File: src/sv/grid_cover_cell_search_core_assert.svh
// Assertion macros shared by the grid cover cell search RTL.
`ifndef GRID_COVER_CELL_SEARCH_CORE_ASSERT_SVH
`define GRID_COVER_CELL_SEARCH_CORE_ASSERT_SVH
`ifndef SYNTH
// Check a condition at every clock edge outside reset.
`define GCCS_ASSERT_ALWAYS(label, clk, rst, cond, msg) \
  label: assert property (@(posedge clk) disable iff (rst) (cond)) else $error(msg);
// Check that a condition implies another in the same cycle.
`define GCCS_ASSERT_IMPLIES(label, clk, rst, ante, cons, msg) \
  label: assert property (@(posedge clk) disable iff (rst) (ante) |-> (cons)) else $error(msg);
// Check that a condition implies another in the next cycle.
`define GCCS_ASSERT_NEXT(label, clk, rst, ante, cons, msg) \
  label: assert property (@(posedge clk) disable iff (rst) (ante) |=> (cons)) else $error(msg);
`else
`define GCCS_ASSERT_ALWAYS(label, clk, rst, cond, msg)
`define GCCS_ASSERT_IMPLIES(label, clk, rst, ante, cons, msg)
`define GCCS_ASSERT_NEXT(label, clk, rst, ante, cons, msg)
`endif
`endif

File: src/sv/gccs_pkg.sv
// Types, constants and helpers shared by the grid cover cell search modules.
`timescale 1ns / 1ps
package gccs_pkg;

  localparam int MAX_WIDTH  = 64;
  localparam int MAX_HEIGHT = 64;

  localparam int COL_W   = $clog2(MAX_WIDTH);
  localparam int ROW_W   = $clog2(MAX_HEIGHT);
  localparam int DIM_W   = 7;
  localparam int CMD_W   = 2;
  localparam int SIDES_W = 4;
  localparam int IDX_W   = 12;
  localparam int D2_W    = 13;
  // Row load counter runs one row above and below the row at hand.
  localparam int LZ_W    = $clog2(MAX_HEIGHT + 3);
  localparam int CMP_W   = (LZ_W > DIM_W) ? LZ_W + 1 : DIM_W + 1;

  localparam int Q_DEPTH = 2;
  localparam int QPTR_W  = $clog2(Q_DEPTH);
  localparam int QCNT_W  = $clog2(Q_DEPTH + 1);

  localparam logic [CMD_W-1:0] CMD_WRITE  = 2'd0;
  localparam logic [CMD_W-1:0] CMD_QUERY  = 2'd1;
  localparam logic [CMD_W-1:0] CMD_SEARCH = 2'd2;

  localparam logic CFG_IDX_WIDTH  = 1'b0;
  localparam logic CFG_IDX_HEIGHT = 1'b1;

  localparam int SIDE_PX = 0;
  localparam int SIDE_MX = 1;
  localparam int SIDE_PZ = 2;
  localparam int SIDE_MZ = 3;

  typedef enum logic [1:0] {
    OP_WRITE,
    OP_QUERY,
    OP_SEARCH
  } op_kind_t;

  typedef struct packed {
    op_kind_t         kind;
    logic [COL_W-1:0] col;
    logic [ROW_W-1:0] row;
    logic             blocked;
  } op_t;

  typedef struct packed {
    logic [DIM_W-1:0] width;
    logic [DIM_W-1:0] height;
  } grid_dims_t;

  typedef enum logic [2:0] {
    ST_CLEAR,
    ST_IDLE,
    ST_LOAD_RD,
    ST_LOAD_CAP,
    ST_SCAN,
    ST_DONE
  } back_state_t;

  // Map a raw size register onto 1..vmax.
  function automatic logic [DIM_W-1:0] clamp_dim(input logic [DIM_W-1:0] v,
                                                 input logic [DIM_W-1:0] vmax);
    logic [DIM_W-1:0] r;
    r = v;
    if (v == '0) r = DIM_W'(1);
    else if (v > vmax) r = vmax;
    return r;
  endfunction

endpackage

File: src/sv/gccs_queue.sv
// Short operation queue between the front and back stages.
`timescale 1ns / 1ps
`include "grid_cover_cell_search_core_assert.svh"
module gccs_queue import gccs_pkg::*; (
  input  logic clk,
  input  logic rst,
  input  logic push,
  input  op_t  push_op,
  output logic push_ready,
  output logic pop_valid,
  output op_t  pop_op,
  input  logic pop
);

  op_t              entries [Q_DEPTH];
  logic [QPTR_W-1:0] wr_ptr;
  logic [QPTR_W-1:0] rd_ptr;
  logic [QCNT_W-1:0] count;

  assign push_ready = (count != QCNT_W'(Q_DEPTH));
  assign pop_valid  = (count != '0);
  assign pop_op     = entries[rd_ptr];

  always_ff @(posedge clk) begin
    if (rst) begin
      wr_ptr <= '0;
      rd_ptr <= '0;
      count  <= '0;
    end else begin
      if (push) begin
        wr_ptr <= (wr_ptr == QPTR_W'(Q_DEPTH - 1)) ? '0 : wr_ptr + QPTR_W'(1);
      end
      if (pop) begin
        rd_ptr <= (rd_ptr == QPTR_W'(Q_DEPTH - 1)) ? '0 : rd_ptr + QPTR_W'(1);
      end
      if (push && !pop) begin
        count <= count + QCNT_W'(1);
      end else if (pop && !push) begin
        count <= count - QCNT_W'(1);
      end
    end
  end

  always_ff @(posedge clk) begin
    if (push) begin
      entries[wr_ptr] <= push_op;
    end
  end

  `GCCS_ASSERT_ALWAYS(a_q_bound, clk, rst, count <= QCNT_W'(Q_DEPTH), "queue overfilled")
  `GCCS_ASSERT_NEXT(a_q_hold, clk, rst, push && !pop, count != '0, "queue lost a beat")

endmodule

File: config.mk
export PLATFORM = sky130hd
export DESIGN_NAME = gccs_queue
export DESIGN_NICKNAME = d
export VERILOG_FILES = /design/src/sv/gccs_pkg.sv /design/src/sv/gccs_queue.sv
export VERILOG_INCLUDE_DIRS = /design/src /design/src/sv
export SDC_FILE = /design/constraint.sdc
export NUM_CORES = 1
export LEC_CHECK = 0
export BUFFER_PORTS_ARGS = -buffer_cell sky130_fd_sc_hd__buf_2
export CORE_MARGIN = 10
export CORE_UTILIZATION = 45
export CTS_CLUSTER_DIAMETER = 150
export DETAILED_ROUTE_END_ITERATION = 6
export PLACE_DENSITY_LB_ADDON = 0.12
export SLEW_MARGIN = 10
export SYNTH_ARGS = -nofsm -noshare
export SYNTH_HDL_FRONTEND = slang
export SYNTH_SLANG_ARGS = --single-unit
File: constraint.sdc
create_clock -name clk -period 3.25 [get_ports clk]
set_clock_uncertainty 0.05 [all_clocks]
set_input_delay 0.325 -clock clk [delete_from_list [all_inputs] [get_ports clk]]
set_output_delay 0.325 -clock clk [all_outputs]
set_load 0.05 [all_outputs]
==> results by group <==
Outcome
  • Result of the run: finished, final reports clean

CTS
  • Htree depth: 2
  • CTS sink count: 35
  • Setup fix buffers added after clock tree synthesis: 0
  • Hold buffer count at cts: 0
  • TritonCTS clock tree: yes
  • Clock root buffer: sky130_fd_sc_hd__clkbuf_4
  • Number of cells upsized or downsized after cts: 0
  • Clock Tree Buf Depth: 2
  • Clock Latency Late Sink: 0.32 ns
  • Clock-pin slew of the registers on the worst-case setup and hold paths: about 0.10 ns
  • Cts bufs inserted: 5

Min path
  • Hold EP: entries[1][4]
  • Worst Min Path Start: push_op[4]
  • Worst hold path cell count: 1
  • Path type of the worst min-delay path: in -> reg

STA
  • Crit share post-route: 63.7%
  • Fin worst setup slack: 1.18 ns
  • Minimum clock period after layout: around 2.1 ns
  • Setup repair after global routing missed its margin: false
  • Fmax: slightly below 500 MHz
  • Hold_ws: 0.137 ns
  • Max-slew violation count: 0
  • Setup Viol. Count Final: 0
  • Worst max-slew margin expressed relative to the limit: 52.1%
  • Final hold violation count: 0
  • Accumulated negative setup slack: 0 ns
  • Worst slew pin tran: about 0.72 ns

Die
  • Number of rows in the core area: 19
  • Std-Cell Core Area: 0.00276 sq mm
  • Number of placed I/O pins: 36
  • Width of the chip: 73.5 microns
  • Initial standard-cell utilization of the core: 46.8%
  • Vertical die dimension: 73.5 microns
  • Total Die Area: 0.00541 sq mm

Layout
  • Fill cells: 229
  • Final standard cell area without fillers: 0.00155 sq mm
  • Synth-to-layout area growth: 20.0%
  • Number of nets in the layout: 130
  • Layout cells sized above 1: 36.9%
  • Non-filler instance count after layout: 142
  • Sequential cell area: 0.00100 sq mm
  • Area occupied by multi-input gates: around 270 sq um
  • Count of antenna diodes in the layout: 0

Placed design
  • Detailed Place HPWL: 1510 microns
  • Post-Place Cell Area: 0.00150 sq mm
  • Final weighted congestion in routability-driven placement: 0.627
  • Pre-CTS setup slack: 1.49 ns
  • I/O Buffers: 35
  • Placed Cells incl. Taps: ~130

Critical path
  • Required time worst endpoint: 2.87 ns
  • Cell-by-cell trace of the critical path: mux2_1 -> buf_2
  • RR Startpoint: wr_ptr
  • Worst path slowest cell: sky130_fd_sc_hd__dfxtp_1
  • Reg-to-reg slack, setup: 1.85 ns
  • Worst R2R Path Depth: 1
  • Max incr delay on CP: 0.78 ns
  • Type of element launching the critical path: flip-flop
  • Capture point of the worst reg-to-reg path: entries[1][1]
  • Kind of end point of the critical path: output port
  • Crit path arrival time: 1.70 ns
  • Largest fanout on the critical path: 15
  • Path type of the worst setup path: reg -> out

Route
  • Vias per cell: 4.73
  • Antenna-violating nets left: 0
  • Initial detailed-routing violation count: 31
  • First drt pass iteration count: 2
  • Post-DR wirelength/cell: 15.3 microns
  • Post-Route WL: 2180 microns
  • Routed vias: ~670
  • Drt drc: 0

Global route
  • Wire length of the first global-routing pass: about 3500 microns
  • Maximum number of pins on one net before global-route repair: 16
  • Overall routing resource usage: 8.71%
  • Grt ovf: 0
  • Met2 routing resource usage after global routing: between 10% and 20%
  • Met3 GRT Util: 5.52%
  • Global-route track usage on met1: 10.0%
  • Number of antenna violations at the first check in global routing: 0
  • Vias in the first global route: 737
  • Most Used Layer, Global Route: met2

Logic synthesis
  • Number of nets produced by synthesis: slightly below 90
  • Mean post-synth cell area: 18.7 sq um
  • Post-synthesis sequential element count: 35
  • Synth Instances: 69
  • Distinct cell type count of the synthesized netlist: 17
  • Register area share after synthesis: around 78%
  • Synth Warn #: 0
  • Synthesized cell area: approximately 0.0013 sq mm

Power
  • Static power due to leakage: approximately 0.60 nW
  • Pwr/cell area: 600 mW/mm^2
  • Maximum VDD drop: 431 uV

Job
  • # Max-Cap Violations: 0
[where the power goes]
group          total [mW]  switching [mW]  internal [mW]
clock               0.211           0.130         0.0802
combinational       0.180           0.129         0.0511
sequential          0.537          0.0167          0.520
[through the flow]
stage,util [%],power [mW]
floorplan,-,0.682
global placement,54.4,0.728
detailed placement,54.4,0.731
CTS,56.1,0.942
global route,56.1,0.978
finish,56.1,0.928
[per-layer routing]
| layer | vias up | part of all wire, % | wire [microns] |
|---|---|---|---|
| met5 | - | 0 | 0 |
| met2 | 21 | 47 | 1030 |
| met1 | 308 | 44 | 956 |
| met3 | 2 | 8.1 | 176 |
| li1 | 340 | - | - |
| met4 | 0 | 0.60 | 13 |
[synth_stat cells, drive strengths merged]
library cell	number	area [sq um]
xor2	2	17.5
o21ai	1	5.00
or3	1	6.26
and2	1	6.26
ha	1	12.5
mux2	15	169
edfxtp	30	901
nand2b	1	6.26
nor2	4	15.0
a21oi	1	5.00
buf	2	12.5
dfxtp	5	100
inv	1	3.75
or2	1	6.26
nor2b	1	6.26
xnor2	2	17.5
[flip-flops by register name, indices dropped and copies added (netlist names), named ones only]
register	count
entries	30
count	2
rd_ptr	1
wr_ptr	1
[logic make-up (layout without fill, tap and decap cells)]
family	after synthesis	after routing	synth area share [%]
multiplexers	15	15	13.1
AO/OA/AOI/OAI	2	2	0.775
flip-flops	35	35	77.6
AND/OR/NAND/NOR	9	9	3.59
adder cells (fa/ha/maj)	1	1	0.970
XOR/XNOR	4	4	2.72
buffers and inverters	3	45	1.26
[placed cells by master, fill, tap and decap left out]
master / synthesis / routed
sky130_fd_sc_hd__xnor2_1: 2 / 2
sky130_fd_sc_hd__clkinv_1: 0 / 2
sky130_fd_sc_hd__nor2_1: 4 / 4
sky130_fd_sc_hd__clkbuf_4: 0 / 5
sky130_fd_sc_hd__edfxtp_1: 30 / 30
sky130_fd_sc_hd__xor2_1: 2 / 2
sky130_fd_sc_hd__dfxtp_1: 5 / 5
sky130_fd_sc_hd__nor2b_1: 1 / 1
sky130_fd_sc_hd__clkbuf_1: 0 / 1
sky130_fd_sc_hd__and2_1: 1 / 1
sky130_fd_sc_hd__o21ai_0: 1 / 1
sky130_fd_sc_hd__mux2_1: 15 / 15
sky130_fd_sc_hd__or2_1: 1 / 1
sky130_fd_sc_hd__nand2b_1: 1 / 1
sky130_fd_sc_hd__a21oi_1: 1 / 1
sky130_fd_sc_hd__or3_1: 1 / 1
sky130_fd_sc_hd__ha_1: 1 / 1
sky130_fd_sc_hd__inv_1: 1 / 1
sky130_fd_sc_hd__buf_4: 1 / 1
sky130_fd_sc_hd__buf_2: 1 / 35
[worst max-delay path by stage]
| stage | startpoint | to | depth (start not counted) |
|---|---|---|---|
| after detailed placement | flip-flop | pop_op[2] | 2 |
| after global routing | flip-flop | pop_op[8] | 2 |
| after global placement | flip-flop | pop_op[13] | 2 |
| after CTS | flip-flop | pop_op[2] | 2 |
| final | flip-flop | pop_op[13] | 2 |
| after floorplan | flip-flop | pop_op[10] | 3 |
[worst max-delay path, delay by kind of cell, from the launching register on]
kind                   cells  cell delay (ns)
buffers and inverters      1             0.22
flip-flops                 1             0.78
multiplexers               1             0.38
[cell type report]
| type | count | area share, % |
|---|---|---|
| Sequential cell | 35 | 64.7 |
| Multi-Input combinational cell | 31 | 17.6 |
| Timing Repair Buffer | 36 | 11.8 |
| Clock buffer | 6 | 2.67 |
| Tap cell | 31 | 2.51 |
| Clock inverter | 2 | 0.485 |
| Inverter | 1 | 0.243 |
No activity file was read; power rests on OpenSTA's default activity.
