===== src/sv/grid_cover_cell_search_core_assert.svh =====
// Assertion macros shared by the grid cover cell search RTL.
`ifndef GRID_COVER_CELL_SEARCH_CORE_ASSERT_SVH
`define GRID_COVER_CELL_SEARCH_CORE_ASSERT_SVH
`ifndef SYNTH
// Check a condition at every clock edge outside reset.
`define GCCS_ASSERT_ALWAYS(label, clk, rst, cond, msg) \
  label: assert property (@(posedge clk) disable iff (rst) (cond)) else $error(msg);
// Check that a condition implies another in the same cycle.
`define GCCS_ASSERT_IMPLIES(label, clk, rst, ante, cons, msg) \
  label: assert property (@(posedge clk) disable iff (rst) (ante) |-> (cons)) else $error(msg);
// Check that a condition implies another in the next cycle.
`define GCCS_ASSERT_NEXT(label, clk, rst, ante, cons, msg) \
  label: assert property (@(posedge clk) disable iff (rst) (ante) |=> (cons)) else $error(msg);
`else
`define GCCS_ASSERT_ALWAYS(label, clk, rst, cond, msg)
`define GCCS_ASSERT_IMPLIES(label, clk, rst, ante, cons, msg)
`define GCCS_ASSERT_NEXT(label, clk, rst, ante, cons, msg)
`endif
`endif


===== src/sv/gccs_pkg.sv =====
// Types, constants and helpers shared by the grid cover cell search modules.
`timescale 1ns / 1ps
package gccs_pkg;

  localparam int MAX_WIDTH  = 64;
  localparam int MAX_HEIGHT = 64;

  localparam int COL_W   = $clog2(MAX_WIDTH);
  localparam int ROW_W   = $clog2(MAX_HEIGHT);
  localparam int DIM_W   = 7;
  localparam int CMD_W   = 2;
  localparam int SIDES_W = 4;
  localparam int IDX_W   = 12;
  localparam int D2_W    = 13;
  // Row load counter runs one row above and below the row at hand.
  localparam int LZ_W    = $clog2(MAX_HEIGHT + 3);
  localparam int CMP_W   = (LZ_W > DIM_W) ? LZ_W + 1 : DIM_W + 1;

  localparam int Q_DEPTH = 2;
  localparam int QPTR_W  = $clog2(Q_DEPTH);
  localparam int QCNT_W  = $clog2(Q_DEPTH + 1);

  localparam logic [CMD_W-1:0] CMD_WRITE  = 2'd0;
  localparam logic [CMD_W-1:0] CMD_QUERY  = 2'd1;
  localparam logic [CMD_W-1:0] CMD_SEARCH = 2'd2;

  localparam logic CFG_IDX_WIDTH  = 1'b0;
  localparam logic CFG_IDX_HEIGHT = 1'b1;

  localparam int SIDE_PX = 0;
  localparam int SIDE_MX = 1;
  localparam int SIDE_PZ = 2;
  localparam int SIDE_MZ = 3;

  typedef enum logic [1:0] {
    OP_WRITE,
    OP_QUERY,
    OP_SEARCH
  } op_kind_t;

  typedef struct packed {
    op_kind_t         kind;
    logic [COL_W-1:0] col;
    logic [ROW_W-1:0] row;
    logic             blocked;
  } op_t;

  typedef struct packed {
    logic [DIM_W-1:0] width;
    logic [DIM_W-1:0] height;
  } grid_dims_t;

  typedef enum logic [2:0] {
    ST_CLEAR,
    ST_IDLE,
    ST_LOAD_RD,
    ST_LOAD_CAP,
    ST_SCAN,
    ST_DONE
  } back_state_t;

  // Map a raw size register onto 1..vmax.
  function automatic logic [DIM_W-1:0] clamp_dim(input logic [DIM_W-1:0] v,
                                                 input logic [DIM_W-1:0] vmax);
    logic [DIM_W-1:0] r;
    r = v;
    if (v == '0) r = DIM_W'(1);
    else if (v > vmax) r = vmax;
    return r;
  endfunction

endpackage


===== src/sv/gccs_front.sv =====
// Front stage: accept input beats, decode commands, drop no-op items.
`timescale 1ns / 1ps
module gccs_front import gccs_pkg::*; (
  input  logic             clk,
  input  logic             rst,
  input  logic             in_valid,
  output logic             in_ready,
  input  logic [CMD_W-1:0] command,
  input  logic [COL_W-1:0] col,
  input  logic [ROW_W-1:0] row,
  input  logic             blocked_bit,
  input  grid_dims_t       dims,
  input  logic             clearing,
  output logic             f_valid,
  output op_t              f_op,
  input  logic             f_take
);

  logic keep;
  logic in_range;
  op_t  dec_op;

  assign in_ready = !clearing && (!f_valid || f_take);
  assign in_range = (CMP_W'(col) < CMP_W'(dims.width)) && (CMP_W'(row) < CMP_W'(dims.height));

  always_comb begin
    dec_op.col     = col;
    dec_op.row     = row;
    dec_op.blocked = blocked_bit;
    unique case (command)
      CMD_WRITE: begin
        dec_op.kind = OP_WRITE;
        keep        = in_range;
      end
      CMD_QUERY: begin
        dec_op.kind = OP_QUERY;
        keep        = 1'b1;
      end
      CMD_SEARCH: begin
        dec_op.kind = OP_SEARCH;
        keep        = 1'b1;
      end
      default: begin
        dec_op.kind = OP_WRITE;
        keep        = 1'b0;
      end
    endcase
  end

  always_ff @(posedge clk) begin
    if (rst) begin
      f_valid <= 1'b0;
    end else if (in_valid && in_ready) begin
      f_valid <= keep;
    end else if (f_take) begin
      f_valid <= 1'b0;
    end
  end

  always_ff @(posedge clk) begin
    if (in_valid && in_ready) begin
      f_op <= dec_op;
    end
  end

endmodule


===== config.mk =====
export PLATFORM = sky130hd
export DESIGN_NAME = gccs_front
export DESIGN_NICKNAME = d
export VERILOG_FILES = /design/src/sv/grid_cover_cell_search_core_assert.svh /design/src/sv/gccs_pkg.sv /design/src/sv/gccs_front.sv
export SDC_FILE = /design/constraint.sdc
export NUM_CORES = 1
export LEC_CHECK = 0
export BUFFER_PORTS_ARGS = -buffer_cell sky130_fd_sc_hd__clkbuf_2
export CORE_MARGIN = 2
export CORE_UTILIZATION = 45
export DETAILED_ROUTE_END_ITERATION = 8
export PLACE_DENSITY_LB_ADDON = 0.3
export SETUP_SLACK_MARGIN = 0.15
export SKIP_CTS_REPAIR_TIMING = 1
export SYNTH_ARGS = -nofsm -noshare
export SYNTH_HDL_FRONTEND = slang
export SYNTH_SLANG_ARGS = --single-unit

===== constraint.sdc =====
create_clock -name clk -period 2.12 [get_ports clk]
set_input_delay 0.212 -clock clk [delete_from_list [all_inputs] [get_ports clk]]
set_output_delay 0.212 -clock clk [all_outputs]
set_load 0.01 [all_outputs]

==> results of run 1 <==
==> layer usage <==
metal	track usage, %	vias up
met5	0	-
met4	10.0	0
met3	3.40	4
met2	28.9	31
met1	16.3	294
li1	-	344
==> power groups by stage <==
| stage | registers, mW | logic [mW] | clock network, mW |
|---|---|---|---|
| 4_1_cts | 0.365 | 0.116 | 0.167 |
| 3_3_place_gp | 0.371 | 0.111 | 0 |
| 5_1_grt | 0.366 | 0.129 | 0.174 |
| 2_1_floorplan | 0.379 | 0.0480 | 0 |
| 3_5_place_dp | 0.372 | 0.115 | 0 |
| 6_report | 0.365 | 0.114 | 0.164 |
==> worst reg2reg max path, delay by kind of cell (launching register included) <==
kind,cells,cell delay [ps]
DFF,1,320
and+or+nand+nor,3,820
==> layout by cell type (no fill, tap or decap) <==
master      n
edfxtp_1   15
dfxtp_1     1
a211o_1     1
o21ai_0     1
nand2b_4    1
o2111ai_1   1
nor2b_1     1
inv_1      13
clkbuf_2   50
a21oi_2     1
nand2b_1    1
nor3b_1     1
a21oi_1     2
clkbuf_4    3
clkinv_1    1
ha_1       14
nor2_1      3
o221a_2     1
o21bai_1    1
a41o_1      1
and2_1      1
a2111o_1    1
a31oi_1     1
nor4bb_1    1
or3_2       1
==> synthesized netlist by cell type <==
cell	number	area (sq um)
a211o_1	1	8.76
nand2b_1	1	6.26
a21oi_1	2	10.0
nand2b_4	1	13.8
nor2_1	3	11.3
nor2b_1	1	6.26
edfxtp_1	15	450
nor3b_1	1	7.51
or3_2	1	7.51
o221a_2	1	11.3
dfxtp_1	1	20.0
a2111o_1	1	11.3
ha_1	14	175
and2_1	1	6.26
inv_1	13	48.8
o21ai_0	1	5.00
a31oi_1	1	6.26
o21bai_1	1	7.51
nor4bb_1	1	10.0
o2111ai_1	1	8.76
a41o_1	1	10.0
a21oi_2	1	8.76
==> state kept, by name (all words and copies together) (netlist names) <==
name and flops:
f_valid 1, f_op 15
==> metrics by stage <==
step / util (%) / setup WS (ps) / std cells / total power [mW] / cell area [sq um]
2_1_floorplan: - / 618 / 64 / 0.427 / 851
3_3_place_gp: 64.9 / 678 / 139 / 0.482 / 1130
3_5_place_dp: 64.9 / 616 / 139 / 0.487 / 1130
4_1_cts: 66.4 / 598 / 143 / 0.649 / 1160
5_1_grt: 66.4 / 508 / 143 / 0.670 / 1160
6_report: 66.4 / 622 / 143 / 0.643 / 1160
==> final timing paths <==
kind | end | slack, ps | depth (start not counted)
hold reg to reg | f_valid | 720 | 3
hold / removal | f_op[0] | 100 | 1
setup / recovery | f_op[2] | 620 | 3
setup reg to reg | f_op[2] | 620 | 3
==> kinds of logic after synthesis <==
kind of cell / count (synthesis)
AOI/OAI and AO/OA: 11
adders and majority gates: 14
buffers and inverters: 13
DFF: 16
and+or+nand+nor: 10
==> final cells by class <==
class,instances,share of cell area [%]
multi-input cells,35,28.6
well taps,25,2.70
inverters,13,4.21
clock buffers,3,1.94
clock inverters,1,0.324
repair buffers,50,21.6
flip-flops and latches,16,40.6
==> key figures, run 1 <==
Status
  – Status: finished clean

Detailed routing
  – Met1 WL: approximately 600 um
  – Drt wl/cell: approximately 12 um
  – Met3 Wirelength: 155 um
  – Routed vias/inst: ~4.7
  – Metal2 WL: 865 um
  – Vias: about 670
  – Final WL: approximately 1600 um
  – 1st-pass router iterations: 4
  – DRT iter0 DRCs: 11
  – Residual DRC: 0
  – Top layer in use: met4
  – Routed Antenna Nets: 0

Final layout
  – Share of cells above drive strength 1: 48.3%
  – Footprint of the multi-input gates: about 330 sq um
  – Storage cell area: 470 sq um
  – Synth-to-Final Area Change: 36.2%
  – Antenna diode count: 0
  – Fin nets: 167
  – Fillcell total: ~140

GRT
  – Largest net degree at the start of global routing: 16
  – Antenna violations before repair: 0
  – First-pass GRT wire length: 2360 um
  – Vias in the first global route: 609
  – Gr ovfl total: 0
  – GRT Overall Usage: 15.9%

Critical path
  – Worst Path Arrival: 1420 ps
  – Critical path buffers and inverters: 0
  – Largest stage delay on the critical path: 560 ps
  – Worst Path Required: just over 2000 ps
  – Max FO, Critical Path: 15
  – Crit-path cells: nor2b_1 -> nor2_1 -> and2_1
  – CP Launch Type: flip-flop
  – Reg2reg start: f_valid
  – Cell family with most CP delay: simple AND/OR/NAND/NOR gates
  – Worst Setup SP: f_valid
  – Critical path type: reg -> reg
  – Crit-path slowest cell: and2_1
  – CP Capture Type: flip-flop

Synthesis
  – Synthesized cell area: 851 sq um
  – Synth unique cells: 22
  – Largest family of logic cells by synthesized area: adder cells
  – Post-Synth Adder-Cell Area: 20.6%
  – Synth Area in XOR/XNOR: 0%
  – Synth Area in Simple Gates: under 10%
  – Syn Nets: ~110
  – Post-synthesis mux area share: 0%
  – Syn Inst Count: 64
  – Compound-Gate Fraction of Synth Area: 10.3%
  – Yosys warns: 0
  – Avg Cell Area, Syn: 13.3 sq um
  – Register area share after synthesis: 55.3%
  – #FFs+latches synth: 16

Clocking
  – TritonCTS clock tree: done
  – Worst-skew pair later-pin latency: 280 ps
  – Longest Clk Path Bufs: 2
  – CTS Sinks: 16
  – CTS H-Tree Depth: 1
  – Clk slew on worst S/H paths: 90 ps
  – CTS root buf: clkbuf_4
  – TritonCTS Buffers: 3

Floorplan
  – IO Pins: between 50 and 60
  – Floorplan row count: 15
  – Die width: ~47 um
  – Die H: around 47 um
  – Initial Util: roughly half
  – Die ar.: 2250 sq um
  – Core area: 1750 sq um

Worst hold path
  – Min-delay src: blocked_bit
  – Hold Crit Class: in -> reg

STA
  – Setup TNS: 0 ps
  – Worst Max-Slew Pin Slew: 649 ps
  – Hold Vio Cnt, Final: 0
  – RSZ-0062 raised after global routing: false
  – Max Slew Vio Count: 0
  – Clk_skew: 1.59 ps
  – Fmax: 668 MHz
  – Rel. slew slack: 56.8%
  – Final Setup Violations: 0
  – Fin crit period: 1500 ps
  – Min Hold Slack: approximately 100 ps
  – Tcrit/Tclk final: 70.6%

Run
  – Maxcap violations: 0

Power
  – Gate power share: 17.7%
  – Clock share of power: 25.6%
  – Part of the power in registers: 56.7%
  – Internal cell power: 0.487 mW
  – P_leak: 0.608 nW
  – VDD IR max: 0.000380 V
  – Switching power: 0.156 mW
  – Sw Ratio: 24.2%
  – Cell Pwr Density: about 560 nW/um^2

Place
  – Placer Congestion: 0.686
  – IO Port Bufs: 50
  – Post-DP HPWL: 1400 um
(Power assumes the default switching activity.)
==> inputs of run 2 (changes only) <==
--- a/config.mk
+++ b/config.mk
@@ -5,9 +5,10 @@
 export SDC_FILE = /design/constraint.sdc
 export NUM_CORES = 1
 export LEC_CHECK = 0
+export ABC_AREA = 1
 export BUFFER_PORTS_ARGS = -buffer_cell sky130_fd_sc_hd__clkbuf_2
 export CORE_MARGIN = 2
-export CORE_UTILIZATION = 45
+export CORE_UTILIZATION = 43
 export DETAILED_ROUTE_END_ITERATION = 8
 export PLACE_DENSITY_LB_ADDON = 0.3
 export SETUP_SLACK_MARGIN = 0.15
==> constraint.sdc (replaced) <==
create_clock -name clk -period 1.4 [get_ports clk]
set_input_delay 0.14 -clock clk [delete_from_list [all_inputs] [get_ports clk]]
set_output_delay 0.14 -clock clk [all_outputs]
set_load 0.01 [all_outputs]
==> key figures, run 2 <==
Clocking
  – TritonCTS Buffers: 3 (unchanged)
  – Clk slew on worst S/H paths: 90 ps (about the same)
  – CTS root buf: clkbuf_4
  – Longest Clk Path Bufs: 2 (unchanged)
  – Worst-skew pair later-pin latency: 280 ps (about the same)
  – CTS Sinks: 16 (unchanged)
  – TritonCTS clock tree: done
  – CTS H-Tree Depth: 1 (unchanged)

Detailed routing
  – Residual DRC: 0 (unchanged)
  – Routed Antenna Nets: 0 (unchanged)
  – Drt wl/cell: 9.25 um (-20%)
  – Vias: 745 (+11%)
  – DRT iter0 DRCs: 0 (-11)
  – 1st-pass router iterations: 1 (-3)
  – Routed vias/inst: 4.38 (-6.9%)
  – Final WL: 1570 um (-4.5%)

Final layout
  – Reg with most FFs: f_op
  – Share of cells above drive strength 1: 46.9% (-1.5 points)
  – Max FFs per register: 15 (unchanged)
  – Final Instance Area: 1250 sq um (+7.9%)
  – Fillcell total: 173 (+21%)
  – Synth-to-Final Area Change: 36.8%
  – Most frequent cells in the layout: 50 x clkbuf_2, 22 x inv_1, 15 x edfxtp_1
  – Commonest non-fill, non-tap cell in the layout: clkbuf_2
  – Fin nets: 192 (+15%)
  – Antenna diode count: 0 (unchanged)
  – Top Registers: f_op x15, f_valid x1

STA
  – Rel. slew slack: 89.6% (+33 points)
  – Clk_skew: 4.05 ps (+2.46 ps)
  – Min Hold Slack: 17.7 ps (-82.3 ps)
  – Max Slew Vio Count: 0 (unchanged)
  – Hold Vio Cnt, Final: 0 (unchanged)
  – Final worst slack: 268 ps (-354 ps)
  – Worst Max-Slew Pin Slew: 156 ps (-493 ps)
  – Final Setup Violations: 0 (unchanged)
  – Fmax: 884 MHz (+32%)
  – Tcrit/Tclk final: 80.8% (+10 points)
  – Fin crit period: 1130 ps (-366 ps)
  – Setup TNS: 0 ps (unchanged)
  – RSZ-0062 raised after global routing: false

Synthesis
  – Yosys top cell area share: 49.3% (-3.6 points)
  – Syn Nets: 136 (+21%)
  – Yosys warns: 0 (unchanged)
  – EDFF count, synth: 15 (unchanged)
  – Ys flop type: edfxtp_1
  – Avg Cell Area, Syn: 10.4 sq um (-22%)
  – Syn Inst Count: 88 (+38%)
  – Synthesized cell area: 913 sq um (+7.4%)
  – Most area-hungry cell type in the Yosys netlist: edfxtp_1
  – Register area share after synthesis: 51.5% (-3.8 points)
  – Count leader, synth: inv_1
  – Top post-synthesis cells by area: edfxtp_1 49%, ha_1 19%, inv_1 9.5%
  – Fraction of registers with async set/reset: 0% (unchanged)
  – Most frequent cells after synthesis: 23 x inv_1, 15 x edfxtp_1, 15 x nand2_1
  – #FFs+latches synth: 16 (unchanged)
  – Synth unique cells: 14 (-36%)

Power
  – Internal cell power: 0.753 mW (+55%)
  – VDD IR max: 0.000455 V (+20%)
  – Switching power: 0.251 mW (+61%)
  – Sw Ratio: 25.0% (+0.78 points)
  – Cell Pwr Density: 803 nW/um^2 (+45%)
  – P_leak: 0.677 nW (+11%)
  – Gate power share: 20.0% (+2.3 points)
  – Clock share of power: 25.0% (-0.6 points)
  – Part of the power in registers: 55.0% (-1.7 points)

GRT
  – Vias in the first global route: 679 (+11%)
  – Gr ovfl total: 0 (unchanged)
  – Antenna violations before repair: 0 (unchanged)
  – GRT Overall Usage: 14.2% (-1.7 points)
  – First-pass GRT wire length: 2700 um (+15%)
  – Largest net degree at the start of global routing: 16 (unchanged)

Critical path
  – Critical path type: reg -> reg
  – Worst Path Required: 1400 ps (-650 ps)
  – Max FO, Critical Path: 15 (unchanged)
  – CP Capture Type: flip-flop
  – Worst Path Arrival: 1130 ps (-290 ps)
  – CP Launch Type: flip-flop

Worst hold path
  – Hold Crit Class: in -> reg

Floorplan
  – Die H: 50.1 um (+5.5%)
  – IO Pins: 51 (unchanged)
  – Initial Util: 46.1% (-2.7 points)
  – Floorplan row count: 16 (+1)
  – Core area: 1980 sq um (+14%)
  – Die width: 50.1 um (+5.5%)
  – Die ar.: 2510 sq um (+11%)

Place
  – Placer Congestion: 0.702 (+2.3%)
  – Worst Setup Slack post-DPL: 157 ps (-459 ps)
  – Post-DP HPWL: 1380 um (-1.3%)
  – Cell Area, Placed: 1200 sq um (+6.3%)
  – IO Port Bufs: 50 (unchanged)

Run
  – Maxcap violations: 0 (unchanged)

Status
  – Status: finished clean
==> run 2: changes by cell type after synthesis, sizes merged, moves of 2 or more <==
cell    delta
inv       +10
a21oi      +3
nand3      +2
nand2     +19
nand2b     -2
nor2       +3
==> run 2: final cells by class <==
type                    count  area, sq um  area share [%]
inverters                  24         93.8            7.51
flip-flops and latches     16          470            37.6
multi-input cells          48          355            28.4
well taps                  27         33.8            2.70
clock buffers               4         26.3            2.10
repair buffers             51          270            21.6
==> run 2: final timing paths <==
path / from / to / slack (ps) / cells past startpoint
worst max register to register: f_valid / f_op[12] / 270 / 4
worst min register to register: f_valid / f_valid / 520 / 2
worst min-delay path: rst / f_valid / 20 / 2
worst max-delay path: f_valid / f_op[12] / 270 / 4
==> run 2: kinds of logic (layout without fill, tap and decap cells) <==
kind of cell             after synthesis  after routing  share of synthesized area, %
adder cells (fa/ha/maj)               14             14                          19.2
buffers and inverters                 24             79                          9.86
AND/OR/NAND/NOR                       28             28                          14.5
AO/OA/AOI/OAI                          6              6                          4.93
flip-flops                            16             16                          51.5
==> run 2: stage by stage <==
stage	cells	util, %	power [mW]
3_5_place_dp	165	60.7	0.761
5_1_grt	170	63.1	1.07
3_3_place_gp	165	60.7	0.754
4_1_cts	169	62.1	1.01
2_1_floorplan	88	-	0.670
6_report	170	63.1	1.00
==> run 2: per-layer routing <==
layer	vias up	wire, um	GRT usage, %
met5	-	0	0
met4	0	50	8.80
met3	6	124	3.03
met2	32	758	22.8
met1	317	639	17.2
li1	390	-	-
==> run 2: critical path, stage by stage (launching register included) <==
cell        delay, ps
dfxtp_1           350
a21oi_2           170
nand2_2           100
clkinvlp_4         90
buf_12            140
==> run 2: power by group through the flow <==
stage          Sequential [mW]  Combinational (mW)  Clock, mW
2_1_floorplan            0.575              0.0947          0
3_3_place_gp             0.564               0.190          0
3_5_place_dp             0.564               0.197          0
4_1_cts                  0.553               0.198      0.262
5_1_grt                  0.555               0.232      0.284
6_report                 0.553               0.201      0.251
==> inputs of run 3 (changes only) <==
--- a/config.mk
+++ b/config.mk
@@ -5,10 +5,10 @@
 export SDC_FILE = /design/constraint.sdc
 export NUM_CORES = 1
 export LEC_CHECK = 0
-export ABC_AREA = 1
+export ABC_AREA = 0
 export BUFFER_PORTS_ARGS = -buffer_cell sky130_fd_sc_hd__clkbuf_2
 export CORE_MARGIN = 2
-export CORE_UTILIZATION = 43
+export CORE_UTILIZATION = 38
 export DETAILED_ROUTE_END_ITERATION = 8
 export PLACE_DENSITY_LB_ADDON = 0.3
 export SETUP_SLACK_MARGIN = 0.15
==> constraint.sdc (replaced) <==
create_clock -name clk -period 1 [get_ports clk]
set_input_delay 0.1 -clock clk [delete_from_list [all_inputs] [get_ports clk]]
set_output_delay 0.1 -clock clk [all_outputs]
set_load 0.01 [all_outputs]
==> key figures, run 3 (synthesis results as in run 1) <==
Status
  – Status: finished with violations
  – Failing checks: setup timing

Final layout
  – Footprint of the multi-input gates: 365 sq um (+2.8%)
  – Max FFs per register: 15 (unchanged)
  – Storage cell area: 472 sq um (+0.27%)
  – Share of cells above drive strength 1: 53.7% (+6.9 points)
  – Antenna diode count: 0 (unchanged)
  – Most frequent cells in the layout: 33 x clkbuf_2, 16 x buf_2, 15 x edfxtp_1
  – Final Instance Area: 1370 sq um (+9.6%)
  – Fin nets: 183 (-4.7%)
  – Fillcell total: 186 (+7.5%)
  – Top Registers: f_op x15, f_valid x1
  – Reg with most FFs: f_op
  – Commonest non-fill, non-tap cell in the layout: clkbuf_2
  – Synth-to-Final Area Change: 61.0%

STA
  – Final Setup Violations: 17 (+17)
  – Max Slew Vio Count: 0 (unchanged)
  – Clk_skew: 0.932 ps (-3.12 ps)
  – Setup TNS: -2150 ps (-2150 ps)
  – RSZ-0062 raised after global routing: true
  – Worst Max-Slew Pin Slew: 291 ps (+135 ps)
  – Hold Vio Cnt, Final: 0 (unchanged)
  – Fmax: 867 MHz
  – Fin crit period: 1150 ps
  – Rel. slew slack: 80.4% (-9.2 points)
  – Final worst slack: -153 ps (-421 ps)
  – Tcrit/Tclk final: 115%

Detailed routing
  – Routed Antenna Nets: 0 (unchanged)
  – Final WL: 1790 um (+14%)
  – Drt wl/cell: 11.1 um (+20%)
  – Residual DRC: 0 (unchanged)
  – 1st-pass router iterations: 4 (+3)
  – Routed vias/inst: 4.51 (+3.0%)
  – Vias: 731 (-1.9%)
  – DRT iter0 DRCs: 14 (+14)

GRT
  – Largest net degree at the start of global routing: 16 (unchanged)
  – GRT Overall Usage: 14.6% (+0.39 points)
  – Vias in the first global route: 702 (+3.4%)
  – First-pass GRT wire length: 2740 um (+1.3%)
  – Antenna violations before repair: 0 (unchanged)
  – Gr ovfl total: 0 (unchanged)

Place
  – Worst Setup Slack post-DPL: -341 ps (-498 ps)
  – Placer Congestion: 0.712 (+1.5%)
  – Post-DP HPWL: 1420 um (+3.0%)
  – Cell Area, Placed: 1240 sq um (+3.3%)
  – IO Port Bufs: 50 (unchanged)

Clocking
  – Longest Clk Path Bufs: 2 (unchanged)
  – CTS H-Tree Depth: 1 (unchanged)
  – Clk slew on worst S/H paths: 100 ps (about the same)
  – CTS Sinks: 16 (unchanged)
  – Worst-skew pair later-pin latency: 290 ps (about the same)
  – TritonCTS clock tree: done
  – CTS root buf: clkbuf_4
  – TritonCTS Buffers: 3 (unchanged)

Critical path
  – CP Launch Type: flip-flop
  – Critical path type: reg -> out
  – Crit path top cell by count: buf_6
  – Crit-path cells: nor2b_4 -> nor2_4 -> buf_6 -> buf_6
  – CP Capture Type: output port
  – Worst Path Arrival: 1050 ps (-80 ps)
  – Crit-path slowest cell: dfxtp_2
  – Max FO, Critical Path: 2 (-13)
  – R2r setup slk: -130 ps (-400 ps)
  – Largest stage delay on the critical path: 340 ps (about the same)
  – Worst Path Required: 900 ps (-500 ps)

Floorplan
  – IO Pins: 51 (unchanged)
  – Floorplan row count: 17 (+1)
  – Core area: 2170 sq um (+9.5%)
  – Die ar.: 2630 sq um (+5.0%)
  – Die H: 51.3 um (+2.4%)
  – Initial Util: 39.2% (-6.9 points)
  – Die width: 51.3 um (+2.4%)

Run
  – Maxcap violations: 0 (unchanged)

Worst hold path
  – Hold Crit Class: in -> reg

Power
  – VDD IR max: 0.000634 V (+39%)
  – P_leak: 0.694 nW (+2.5%)
  – Cell Pwr Density: 1110 nW/um^2 (+39%)
## run 3: cell count changes in the layout (fill, tap and decap cells not counted), moves of 2 or more
| cell | change |
|---|---|
| a21oi_2 | -3 |
| buf_2 | +16 |
| buf_4 | +7 |
| buf_6 | +2 |
| clkbuf_2 | -17 |
| dlygate4sd3_1 | +8 |
| inv_1 | -10 |
| nand2_1 | -14 |
| nand2_2 | -5 |
| nand3_1 | -2 |
| nor2_2 | -2 |
## run 3: area by class of cell
class | count | share of cell area (%)
sequential | 16 | 34.4
clock buffer | 4 | 2.65
multi-input combinational | 35 | 26.7
inverter | 13 | 4.47
tap | 28 | 2.56
timing repair buffer | 66 | 29.2
## run 3: path summary, 6_finish.rpt
kind	startpoint	to	depth (start not counted)
worst max register to register	f_valid	f_op[4]	3
worst min-delay path	col[3]	f_op[10]	1
worst min register to register	f_valid	f_valid	4
worst max-delay path	f_valid	in_ready	4
## run 3: per-layer routing
metal,GRT usage [%],vias up,wire length (um)
met4,12.3,0,57
met3,1.75,7,110
li1,-,373,-
met5,0,-,0
met1,14.4,323,624
met2,26.8,28,1000
## run 3: report_power, final
group | switching, mW | internal (mW) | leakage [nW]
Combinational | 0.139 | 0.180 | 0.524
Clock | 0.214 | 0.222 | 0.0210
Sequential | 0.00555 | 0.766 | 0.149
Total | 0.359 | 1.17 | 0.694
## run 3: critical path, delay by kind of cell (launching register included)
family	cells	cell delay (ps)
buffers and inverters	2	210
and+or+nand+nor	2	210
DFF	1	340
## run 3: through the flow
step | hold slack, ps | total power [mW] | util, % | instances
detailed placement | 280 | 1.08 | 57.3 | 150
finish | 3.11 | 1.53 | 63.1 | 162
CTS | -23.0 | 1.51 | 59.0 | 154
global route | 2.80 | 1.61 | 63.1 | 162
global placement | 277 | 1.07 | 57.3 | 150
floorplan | 199 | 0.920 | - | 64
